File: src/rtl/core/nlmm_pkg.sv
// ----------------------------------------------------------------------------
// nlmm_pkg - shared definitions for the noise level mean/peak meter
// Widths, limits and the sequencer state type used by the core and its
// stream interfaces.
// ----------------------------------------------------------------------------
`default_nettype none

package nlmm_pkg;

   // sample and statistics sizing
   localparam int ADC_BITS   = 10;
   localparam int BLOCK_LOG2 = 5;
   localparam int COUNT_BITS = 16;

   // derived widths
   localparam int ACC_W = ADC_BITS + BLOCK_LOG2;   // sum of one group of samples
   localparam int SUM_W = ADC_BITS + COUNT_BITS;   // sum of counted block averages
   localparam int NUM_W = SUM_W + 1;               // 2*sum + count
   localparam int DEN_W = COUNT_BITS + 1;          // 2*count
   localparam int CNT_W = $clog2(NUM_W);           // divider step counter

   localparam logic [COUNT_BITS-1:0] COUNT_MAX = '1;
   localparam logic [BLOCK_LOG2-1:0] POS_LAST  = '1;

   // command codes
   localparam logic CMD_SAMPLE = 1'b0;
   localparam logic CMD_REPORT = 1'b1;

   // sequencer states
   typedef enum logic [1:0] {
      ST_IDLE,
      ST_FINISH,
      ST_DIV,
      ST_DONE
   } nlmm_state_type;

endpackage

`default_nettype wire

File: src/rtl/core/nlmm_req_if.sv
// ----------------------------------------------------------------------------
// nlmm_req_if - request stream of the noise level meter
// Carries one command beat: an ADC sample or a report request.
// ----------------------------------------------------------------------------
`default_nettype none

interface nlmm_req_if;
   import nlmm_pkg::*;

   logic                valid;
   logic                ready;
   logic                cmd;
   logic [ADC_BITS-1:0] sample;

   modport source (output valid, output cmd, output sample, input ready);
   modport sink   (input valid, input cmd, input sample, output ready);
endinterface

`default_nettype wire

File: src/rtl/core/nlmm_rsp_if.sv
// ----------------------------------------------------------------------------
// nlmm_rsp_if - response stream of the noise level meter
// Carries one report beat: rounded mean, peak and block count.
// ----------------------------------------------------------------------------
`default_nettype none

interface nlmm_rsp_if;
   import nlmm_pkg::*;

   logic                  valid;
   logic                  ready;
   logic [ADC_BITS-1:0]   mean_noise;
   logic [ADC_BITS-1:0]   peak_noise;
   logic [COUNT_BITS-1:0] block_count;

   modport source (output valid, output mean_noise, output peak_noise,
                   output block_count, input ready);
   modport sink   (input valid, input mean_noise, input peak_noise,
                   input block_count, output ready);
endinterface

`default_nettype wire

File: src/rtl/core/noise_level_mean_max_core.sv
// ----------------------------------------------------------------------------
// noise_level_mean_max_core - block-average noise meter with mean and peak
//
// Usage:
//   req_bus takes command beats. cmd = sample adds an ADC value to the
//   current group of 32; when a group completes its average (sum >> 5)
//   updates the peak, the running sum and the saturating block count.
//   cmd = report produces one beat on rsp_bus with the mean of the counted
//   block averages rounded half up (0 with no blocks), the peak and the
//   count, then clears those statistics. A partial group is kept.
//   Timing: a sample that closes a group also passes through ST_FINISH,
//   which folds the average into peak/sum/count. A report loads the
//   divider, runs the bit-serial restoring divider (one quotient bit per
//   cycle through a single shared subtractor) and then moves the result
//   into the output register once it is free.
//   req_bus.ready is low while the sequencer is busy. The response sits in
//   an output register; a stalled receiver only blocks the next report in
//   ST_DONE, which also holds off samples; until then samples keep flowing.
//   Reset (synchronous, active high) clears the group, the statistics and
//   drops any pending response.
// ----------------------------------------------------------------------------
`default_nettype none

module noise_level_mean_max_core (
   input  wire logic   clock,
   input  wire logic   reset,
   nlmm_req_if.sink    req_bus,
   nlmm_rsp_if.source  rsp_bus
);
   import nlmm_pkg::*;

   nlmm_state_type        state_ff, state_in;
   logic [ACC_W-1:0]      block_acc_ff, block_acc_in;
   logic [BLOCK_LOG2-1:0] block_pos_ff, block_pos_in;
   logic [SUM_W-1:0]      level_sum_ff, level_sum_in;
   logic [COUNT_BITS-1:0] level_count_ff, level_count_in;
   logic [ADC_BITS-1:0]   level_peak_ff, level_peak_in;

   // divider and report holding registers
   logic [NUM_W-1:0]      num_ff, num_in;
   logic [DEN_W-1:0]      den_ff, den_in;
   logic [DEN_W-1:0]      rem_ff, rem_in;
   logic [CNT_W-1:0]      step_ff, step_in;
   logic [ADC_BITS-1:0]   peak_hold_ff, peak_hold_in;

   // output register
   logic                  rsp_valid_ff, rsp_valid_in;
   logic [ADC_BITS-1:0]   mean_out_ff, mean_out_in;
   logic [ADC_BITS-1:0]   peak_out_ff, peak_out_in;
   logic [COUNT_BITS-1:0] count_out_ff, count_out_in;

   logic                  req_fire;
   logic [ADC_BITS-1:0]   block_avg;
   logic [DEN_W:0]        rem_shift;
   logic [DEN_W:0]        rem_diff;
   logic                  rem_ge;
   logic [COUNT_BITS-1:0] rep_count;

   assign req_bus.ready = (state_ff == ST_IDLE);
   assign req_fire      = req_bus.valid && req_bus.ready;

   assign rsp_bus.valid       = rsp_valid_ff;
   assign rsp_bus.mean_noise  = mean_out_ff;
   assign rsp_bus.peak_noise  = peak_out_ff;
   assign rsp_bus.block_count = count_out_ff;

   // average of a finished group
   assign block_avg = block_acc_ff[BLOCK_LOG2 +: ADC_BITS];

   // shared subtract/compare unit of the restoring divider
   assign rem_shift = {rem_ff, num_ff[NUM_W-1]};
   assign rem_diff  = rem_shift - {1'b0, den_ff};
   assign rem_ge    = (rem_shift >= {1'b0, den_ff});

   // count captured at the report, kept in the divisor
   assign rep_count = den_ff[COUNT_BITS:1];

   // state register and datapath registers
   always_ff @(posedge clock) begin
      if (reset) begin
         state_ff       <= ST_IDLE;
         block_acc_ff   <= '0;
         block_pos_ff   <= '0;
         level_sum_ff   <= '0;
         level_count_ff <= '0;
         level_peak_ff  <= '0;
         rsp_valid_ff   <= 1'b0;
      end else begin
         state_ff       <= state_in;
         block_acc_ff   <= block_acc_in;
         block_pos_ff   <= block_pos_in;
         level_sum_ff   <= level_sum_in;
         level_count_ff <= level_count_in;
         level_peak_ff  <= level_peak_in;
         rsp_valid_ff   <= rsp_valid_in;
      end
      num_ff       <= num_in;
      den_ff       <= den_in;
      rem_ff       <= rem_in;
      step_ff      <= step_in;
      peak_hold_ff <= peak_hold_in;
      mean_out_ff  <= mean_out_in;
      peak_out_ff  <= peak_out_in;
      count_out_ff <= count_out_in;
   end

   // sequencer: next state and datapath updates
   always_comb begin
      state_in       = state_ff;
      block_acc_in   = block_acc_ff;
      block_pos_in   = block_pos_ff;
      level_sum_in   = level_sum_ff;
      level_count_in = level_count_ff;
      level_peak_in  = level_peak_ff;
      num_in         = num_ff;
      den_in         = den_ff;
      rem_in         = rem_ff;
      step_in        = step_ff;
      peak_hold_in   = peak_hold_ff;
      mean_out_in    = mean_out_ff;
      peak_out_in    = peak_out_ff;
      count_out_in   = count_out_ff;
      rsp_valid_in   = rsp_valid_ff && !rsp_bus.ready;

      case (state_ff)
         ST_IDLE: begin
            if (req_fire) begin
               if (req_bus.cmd == CMD_SAMPLE) begin
                  // accumulate one sample into the current group
                  block_acc_in = block_acc_ff + ACC_W'(req_bus.sample);
                  block_pos_in = block_pos_ff + 1'b1;
                  if (block_pos_ff == POS_LAST) begin
                     state_in = ST_FINISH;
                  end
               end else begin
                  // snapshot statistics into the divider, then clear them
                  num_in         = {level_sum_ff, 1'b0} + NUM_W'(level_count_ff);
                  den_in         = {level_count_ff, 1'b0};
                  rem_in         = '0;
                  step_in        = CNT_W'(NUM_W - 1);
                  peak_hold_in   = level_peak_ff;
                  level_sum_in   = '0;
                  level_count_in = '0;
                  level_peak_in  = '0;
                  state_in       = ST_DIV;
               end
            end
         end

         ST_FINISH: begin
            // fold the group average into peak, and into sum and count unless saturated
            if (block_avg > level_peak_ff) begin
               level_peak_in = block_avg;
            end
            if (level_count_ff != COUNT_MAX) begin
               level_sum_in   = level_sum_ff + SUM_W'(block_avg);
               level_count_in = level_count_ff + 1'b1;
            end
            block_acc_in = '0;
            state_in     = ST_IDLE;
         end

         ST_DIV: begin
            // one quotient bit per cycle
            rem_in = rem_ge ? rem_diff[DEN_W-1:0] : rem_shift[DEN_W-1:0];
            num_in = {num_ff[NUM_W-2:0], rem_ge};
            if (step_ff == '0) begin
               state_in = ST_DONE;
            end else begin
               step_in = step_ff - 1'b1;
            end
         end

         ST_DONE: begin
            // load the output register once it is free
            if (!rsp_valid_ff || rsp_bus.ready) begin
               mean_out_in  = (rep_count == '0) ? '0 : num_ff[ADC_BITS-1:0];
               peak_out_in  = peak_hold_ff;
               count_out_in = rep_count;
               rsp_valid_in = 1'b1;
               state_in     = ST_IDLE;
            end
         end

         default: begin
            state_in = ST_IDLE;
         end
      endcase
   end

`ifndef SYNTH
   // a report clears the statistics on the next cycle
   assert property (@(posedge clock) disable iff (reset)
      (req_fire && req_bus.cmd == CMD_REPORT) |=>
         (level_count_ff == '0 && level_sum_ff == '0 && level_peak_ff == '0))
      else $error("statistics not cleared after report");

   // a group only closes right after the position wrapped
   assert property (@(posedge clock) disable iff (reset)
      (state_ff == ST_FINISH) |-> (block_pos_ff == '0))
      else $error("group closed at nonzero position");

   // the rounded mean never exceeds the peak
   assert property (@(posedge clock) disable iff (reset)
      rsp_valid_ff |-> (mean_out_ff <= peak_out_ff))
      else $error("mean above peak");

   // divider remainder stays below the divisor
   assert property (@(posedge clock) disable iff (reset)
      (state_ff == ST_DIV && den_ff != '0) |-> (rem_ff < den_ff))
      else $error("divider remainder out of range");
`endif

endmodule

`default_nettype wire

File: src/flat_wrapper.sv
// flat-port wrapper written by rule: the top's interface ports become plain ports
module noise_level_mean_max_core_flat import nlmm_pkg::*;
  (clock, reset, req_bus_valid, req_bus_cmd, req_bus_sample, req_bus_ready, rsp_bus_valid, rsp_bus_mean_noise, rsp_bus_peak_noise, rsp_bus_block_count, rsp_bus_ready);
  nlmm_req_if req_bus_i ();
  nlmm_rsp_if rsp_bus_i ();
  input  wire logic clock;
  input  wire logic reset;
  input wire logic [$bits(req_bus_i.valid)-1:0] req_bus_valid;
  input wire logic [$bits(req_bus_i.cmd)-1:0] req_bus_cmd;
  input wire logic [$bits(req_bus_i.sample)-1:0] req_bus_sample;
  output wire logic [$bits(req_bus_i.ready)-1:0] req_bus_ready;
  output wire logic [$bits(rsp_bus_i.valid)-1:0] rsp_bus_valid;
  output wire logic [$bits(rsp_bus_i.mean_noise)-1:0] rsp_bus_mean_noise;
  output wire logic [$bits(rsp_bus_i.peak_noise)-1:0] rsp_bus_peak_noise;
  output wire logic [$bits(rsp_bus_i.block_count)-1:0] rsp_bus_block_count;
  input wire logic [$bits(rsp_bus_i.ready)-1:0] rsp_bus_ready;
  assign req_bus_i.valid = req_bus_valid;
  assign req_bus_i.cmd = req_bus_cmd;
  assign req_bus_i.sample = req_bus_sample;
  assign req_bus_ready = req_bus_i.ready;
  assign rsp_bus_valid = rsp_bus_i.valid;
  assign rsp_bus_mean_noise = rsp_bus_i.mean_noise;
  assign rsp_bus_peak_noise = rsp_bus_i.peak_noise;
  assign rsp_bus_block_count = rsp_bus_i.block_count;
  assign rsp_bus_i.ready = rsp_bus_ready;
  noise_level_mean_max_core u_core (.clock(clock), .reset(reset), .req_bus(req_bus_i), .rsp_bus(rsp_bus_i));
endmodule
File: config.mk
export PLATFORM = sky130hd
export DESIGN_NAME = noise_level_mean_max_core_flat
export DESIGN_NICKNAME = d
export VERILOG_FILES = /design/src/rtl/core/nlmm_pkg.sv /design/src/rtl/core/nlmm_req_if.sv /design/src/rtl/core/nlmm_rsp_if.sv /design/src/rtl/core/noise_level_mean_max_core.sv /design/src/flat_wrapper.sv
export SDC_FILE = /design/constraint.sdc
export NUM_CORES = 1
export LEC_CHECK = 0
export BUFFER_PORTS_ARGS = -buffer_cell sky130_fd_sc_hd__buf_2
export CORE_MARGIN = 5
export CORE_UTILIZATION = 25
export CTS_CLUSTER_SIZE = 24
export DETAILED_ROUTE_END_ITERATION = 10
export PLACE_DENSITY = 0.43
export SLEW_MARGIN = 0
export SYNTH_ARGS = -nofsm -noshare
export SYNTH_HDL_FRONTEND = slang
export SYNTH_SLANG_ARGS = --single-unit
export TNS_END_PERCENT = 1
File: constraint.sdc
create_clock -name clock -period 8.83 [get_ports clock]
set_clock_uncertainty 0.15 [all_clocks]
set_input_delay 1.3245 -clock clock [delete_from_list [all_inputs] [get_ports clock]]
set_output_delay 1.3245 -clock clock [all_outputs]
set_load 0.01 [all_outputs]
== Word level (Yosys, flattened, before mapping) ==
Index checks and enable logic that the tools add are counted.

* Register bits: 186
* Input bits: 15
* Word-level logic and storage cells: 92

* $add $sub $neg: 7
* Order comparisons: 2
* Equal/unequal tests: 14
* Mux-type cells: 34
* Bitwise operators: 1
* Reductions and logical operators: 19

{| class="wikitable"
|+ Operator list
! cell !! number
|-
| $mux 26 || 3
|-
| $mux 27 || 2
|-
| $pmux 27 s2 || 1
|-
| $pmux 26 s2 || 1
|-
| $mux 17 || 3
|-
| $mux 16 || 3
|-
| $pmux 17 s2 || 1
|-
| $pmux 16 s2 || 1
|-
| $mux 10 || 3
|-
| $mux 15 || 2
|-
| $pmux 15 s2 || 1
|-
| $add 27x16->27 || 1
|-
| $add 26x10->26 || 1
|-
| $pmux 10 s2 || 1
|-
| $ge 18x17->1 || 1
|-
| $sub 17x17->17 || 1
|-
| $add 16x1->16 const B || 1
|-
| $logic_not 16->1 || 1
|-
| $ne 16x16->1 const B || 1
|-
| $reduce_and 4->1 || 4
|-
| $add 15x10->15 || 1
|-
| $mux 5 || 3
|-
| $reduce_and 3->1 || 4
|-
| $gt 10x10->1 || 1
|-
| 20 further kinds || 35
|}

== Depth between registers and ports, before layout ==
* Depth in word-level cells: 5
* Gate-level depth with buffers: 11
* Gate-level depth less buffers: 10

== Worst setup path after synthesis ==
Ideal clock, no wire load.

* Kind: in2reg
* From: input port req_bus_valid
* To: register u_core.num_ff[0], enable pin
* Library setup time: 0.445 ns
* Arrival: 3.258 ns
* Required time: 8.235 ns
* Slack: 4.977 ns
* Stages on the path: 2
* Buffers on the path: 0
* Path through: a21oi_1 nor2_1

* Word-level cells in the longest chain between the ends: 3

{| class="wikitable"
|+ Ends and longest elaborated chain
! element !! line !! RTL
|-
| from (decl) || flat_wrapper.sv:8 || <nowiki>input wire logic [$bits(req_bus_i.valid)-1:0] req_bus_valid;</nowiki>
|-
| $logic_and 1x1->1 || noise_level_mean_max_core.sv:60 || <nowiki>assign req_fire = req_bus.valid && req_bus.ready;</nowiki>
|-
| $ne 2x2->1 (no line) || -- ||
|-
| $reduce_and 3->1 (no line) || -- ||
|-
| to (signal assigned) || noise_level_mean_max_core.sv:97 || <nowiki>num_ff <= num_in;</nowiki>
|-
| to (decl) || noise_level_mean_max_core.sv:40 || <nowiki>logic [NUM_W-1:0] num_ff, num_in;</nowiki>
|}

Every way passes these cells.
A chain may end at the register's enable or synchronous reset.

== Worst setup path after layout ==
* From: input port req_bus_sample[0]
* To: register u_core.block_acc_ff[14]

* Word-level cells in the longest chain between the ends: 4

{| class="wikitable"
|+ Ends and longest elaborated chain
! element !! line !! RTL
|-
| from (decl) || flat_wrapper.sv:10 || <nowiki>input wire logic [$bits(req_bus_i.sample)-1:0] req_bus_sample;</nowiki>
|-
| $add 15x10->15 || noise_level_mean_max_core.sv:130 || <nowiki>block_acc_in = block_acc_ff + ACC_W'(req_bus.sample);</nowiki>
|-
| $mux 15 || noise_level_mean_max_core.sv:128 || <nowiki>if (req_bus.cmd == CMD_SAMPLE) begin</nowiki>
|-
| $mux 15 || noise_level_mean_max_core.sv:127 || <nowiki>if (req_fire) begin</nowiki>
|-
| $pmux 15 s2 || noise_level_mean_max_core.sv:125 || <nowiki>case (state_ff)</nowiki>
|-
| to (signal assigned) || noise_level_mean_max_core.sv:90 || <nowiki>block_acc_ff <= block_acc_in;</nowiki>
|-
| to (decl) || noise_level_mean_max_core.sv:33 || <nowiki>logic [ACC_W-1:0] block_acc_ff, block_acc_in;</nowiki>
|}

Every way passes these cells. The select of a mux whose other input is x is not followed.

==> impl_metrics.ini <==
[cts]
cts_tree = done
clk_latency_ns = 0.44
clock_path_buffers = 2
ctsHoldBuffers = 0
ctsHtreeMaxLevel = 4
cts_resized = 0
cts-root-buf = clkbuf_16
postCtsSetupBuffers = 0
clock-sinks = 186
cts_buffers = 17
path_clk_slew_ns = 0.07

[logic_synthesis]
syn_area_sq_um = 10100
synth-edff-count = 111
seq_area_frac_synth = 0.4789
avgSynthCellArea_sq_um = 9.811
ys_types = 73
postSynthCellCount = 1029
async_flop_share = 0
ys_ff_latch = 186
dominantRegCellSynth = edfxtp_1
syn-num-nets = 1113
yosysWarnings = 0

[floorplanning]
rows = 73
dieHeight_um = 211.0
core_sq_um = 39820
die_x_um = 211.0
start_util = 0.2535
io_pins = 53
die_area_sq_um = 44500

[pwr]
power.density_nw_per_um2 = 171.9
internal_power_mw = 1.471
p_seq_frac = 0.492
p_comb_frac = 0.108
power_switching_share = 0.2581
ir_drop_uv = 131.4
p_clk_frac = 0.399
switchingPower_mw = 0.5117
p_leak_nw = 4.206

[worst_setup_path]
worstSetupPathType = in -> reg
crit_fanout = 6
worst_ep_arrival_time_ns = 3.73
required_ns = 9.05
critPathCaptureType = flip-flop
startpoint_type = primary input

[final_layout]
drive_above_1_share = 0.1145
final_nets = 1154
fill_cells = 4267
final_cell_mix = edfxtp_1, a21oi_1, nand2_1
layout_commonest_cell = edfxtp_1
area_delta_synth_final_pct = 14.28
diodes = 0

[timing]
setup_viol = 0
worst_pin_slew_ns = 0.9680
slew_headroom = 0.3512
max_freq_mhz = 284.8
maxSlewViolCount = 0
rsz0062_at_grt = false
min_period_over_period = 0.3976
finalHoldViolCount = 0
fin_ws_ns = 5.319
finalSetupTns_ns = 0
min_period_ns = 3.511

[grt]
grt_max_degree = 45
grt-ovfl-total = 0
grt_pass1_wl_mm = 41.52
grt_usage = 0.1157
antenna_found_initial = 0
grt_pass1_vias = 7535

[drt]
drcViolationCount = 0
num_vias = 7544
post_drt_via_cell_ratio = 4.692
drt_iter0_drc = 358
drt_first_pass_iters = 4
antenna_left = 0
routedWlPerCell_um = 15.57
wl_mm = 25.04

[worst_hold_path]
hp-class = reg -> reg

[place]
place_congestion = 0.7945
port_buffers = 52
hpwl_mm = 17.98
place_ws_ns = 4.861

[run_status]
status = completed

[job]
drv_cap = 0
-- kinds of logic after synthesis --
group	count (synthesis)	share of synthesized area
xor+xnor	64	0.05552
fa+ha+maj	69	0.08849
compound gates	252	0.1616
simple gates	362	0.1754
buf+inv	91	0.03507
flops	186	0.4789
mux	5	0.005081
-- power by group through the flow --
stage	logic, mW	clock network, mW	registers, mW
6_report	0.215	0.792	0.976
5_1_grt	0.244	0.860	0.980
4_1_cts	0.218	0.824	0.977
3_5_place_dp	0.217	0	0.996
3_3_place_gp	0.217	0	0.996
2_1_floorplan	0.163	0	0.986
-- cell type report --
type	count	area (sq um)	share of cell area
well taps	525	656.9	0.05694
flip-flops and latches	186	4835	0.4190
clock inverters	12	140.1	0.01215
repair buffers	61	327.8	0.02841
multi-input cells	752	4925	0.4269
inverters	52	195.2	0.01692
clock buffers	20	457.9	0.03969
-- layer usage --
| metal | up-vias | routed length [um] | GRT usage | part of all wire |
|---|---|---|---|---|
| met5 | - | 0 | 0 | 0 |
| met1 | 3596 | 12420 | 0.1604 | 0.50 |
| met3 | 21 | 755 | 0.02406 | 0.030 |
| met2 | 96 | 11510 | 0.1841 | 0.46 |
| met4 | 0 | 353 | 0.03175 | 0.014 |
| li1 | 3831 | - | - | - |
-- synth_stat cells (6+ instances only) --
cell type  number  share of area
and2_1         13         0.0081
inv_1          52          0.019
or3_1          18          0.011
clkbuf_1       26         0.0097
and3_1          8         0.0050
xor2_1         20          0.017
a21oi_1        97          0.048
nand4_1        19          0.012
o21ai_0        45          0.022
nor3_1         27          0.013
nand2b_1        6         0.0037
o31ai_1         7         0.0052
o21a_1          9         0.0067
nor2b_1        11         0.0068
nor2_1         89          0.033
or2_2          15         0.0093
nor4_1         11         0.0068
ha_1           65          0.081
a211oi_1       14          0.010
xnor2_1        44          0.038
a21o_1         18          0.013
a22o_1          7         0.0061
nand3_1        37          0.018
nand2_1        91          0.034
dfxtp_1        75           0.15
o21ai_1         6         0.0030
edfxtp_1      111           0.33
-- critical path, stage by stage --
cell and delay [ns]:
buf_2 0.10, ha_1 0.21, fa_1 0.40, a21o_1 0.20
a21oi_1 0.23, o21bai_1 0.12, a2111o_1 0.44, a41oi_1 0.41
o21ai_0 0.15, a21oi_1 0.14
-- stage by stage --
stage               utilization  std cells  hold slack [ns]  cell area, sq um  power [mW]
detailed placement       0.2747       1576           0.2626             10940       1.213
CTS                      0.2897       1608           0.2737             11540       2.019
finish                   0.2897       1608           0.2723             11540       1.983
global route             0.2897       1608           0.2769             11540       2.084
global placement         0.2747       1576           0.2541             10940       1.213
floorplan                     -       1029           0.2503             10100       1.150
-- path summary, 6_finish.rpt --
check,slack [ns],to,startpoint,cells past startpoint
worst max-delay path,5.32,u_core.block_acc_ff[14],req_bus_sample[0],10
worst min-delay path,0.27,u_core.rsp_bus.peak_noise[2],u_core.peak_hold_ff[2],0
worst max register to register,5.52,u_core.rem_ff[2],u_core.den_ff[2],9
worst min register to register,0.27,u_core.rsp_bus.peak_noise[2],u_core.peak_hold_ff[2],0
-- state kept, by name, summed over array words and instances, names as in the netlist, 5 cells and up --
signal                      flops
u_core.den_ff                  16
u_core.level_count_ff          16
u_core.block_acc_ff            15
u_core.rsp_bus.peak_noise      10
u_core.peak_hold_ff            10
u_core.rsp_bus.block_count     16
u_core.level_peak_ff           10
u_core.num_ff                  27
u_core.level_sum_ff            26
u_core.step_ff                  5
u_core.rsp_bus.mean_noise      10
u_core.rem_ff                  17
u_core.block_pos_ff             5
Power figures use the tool's default switching activity.
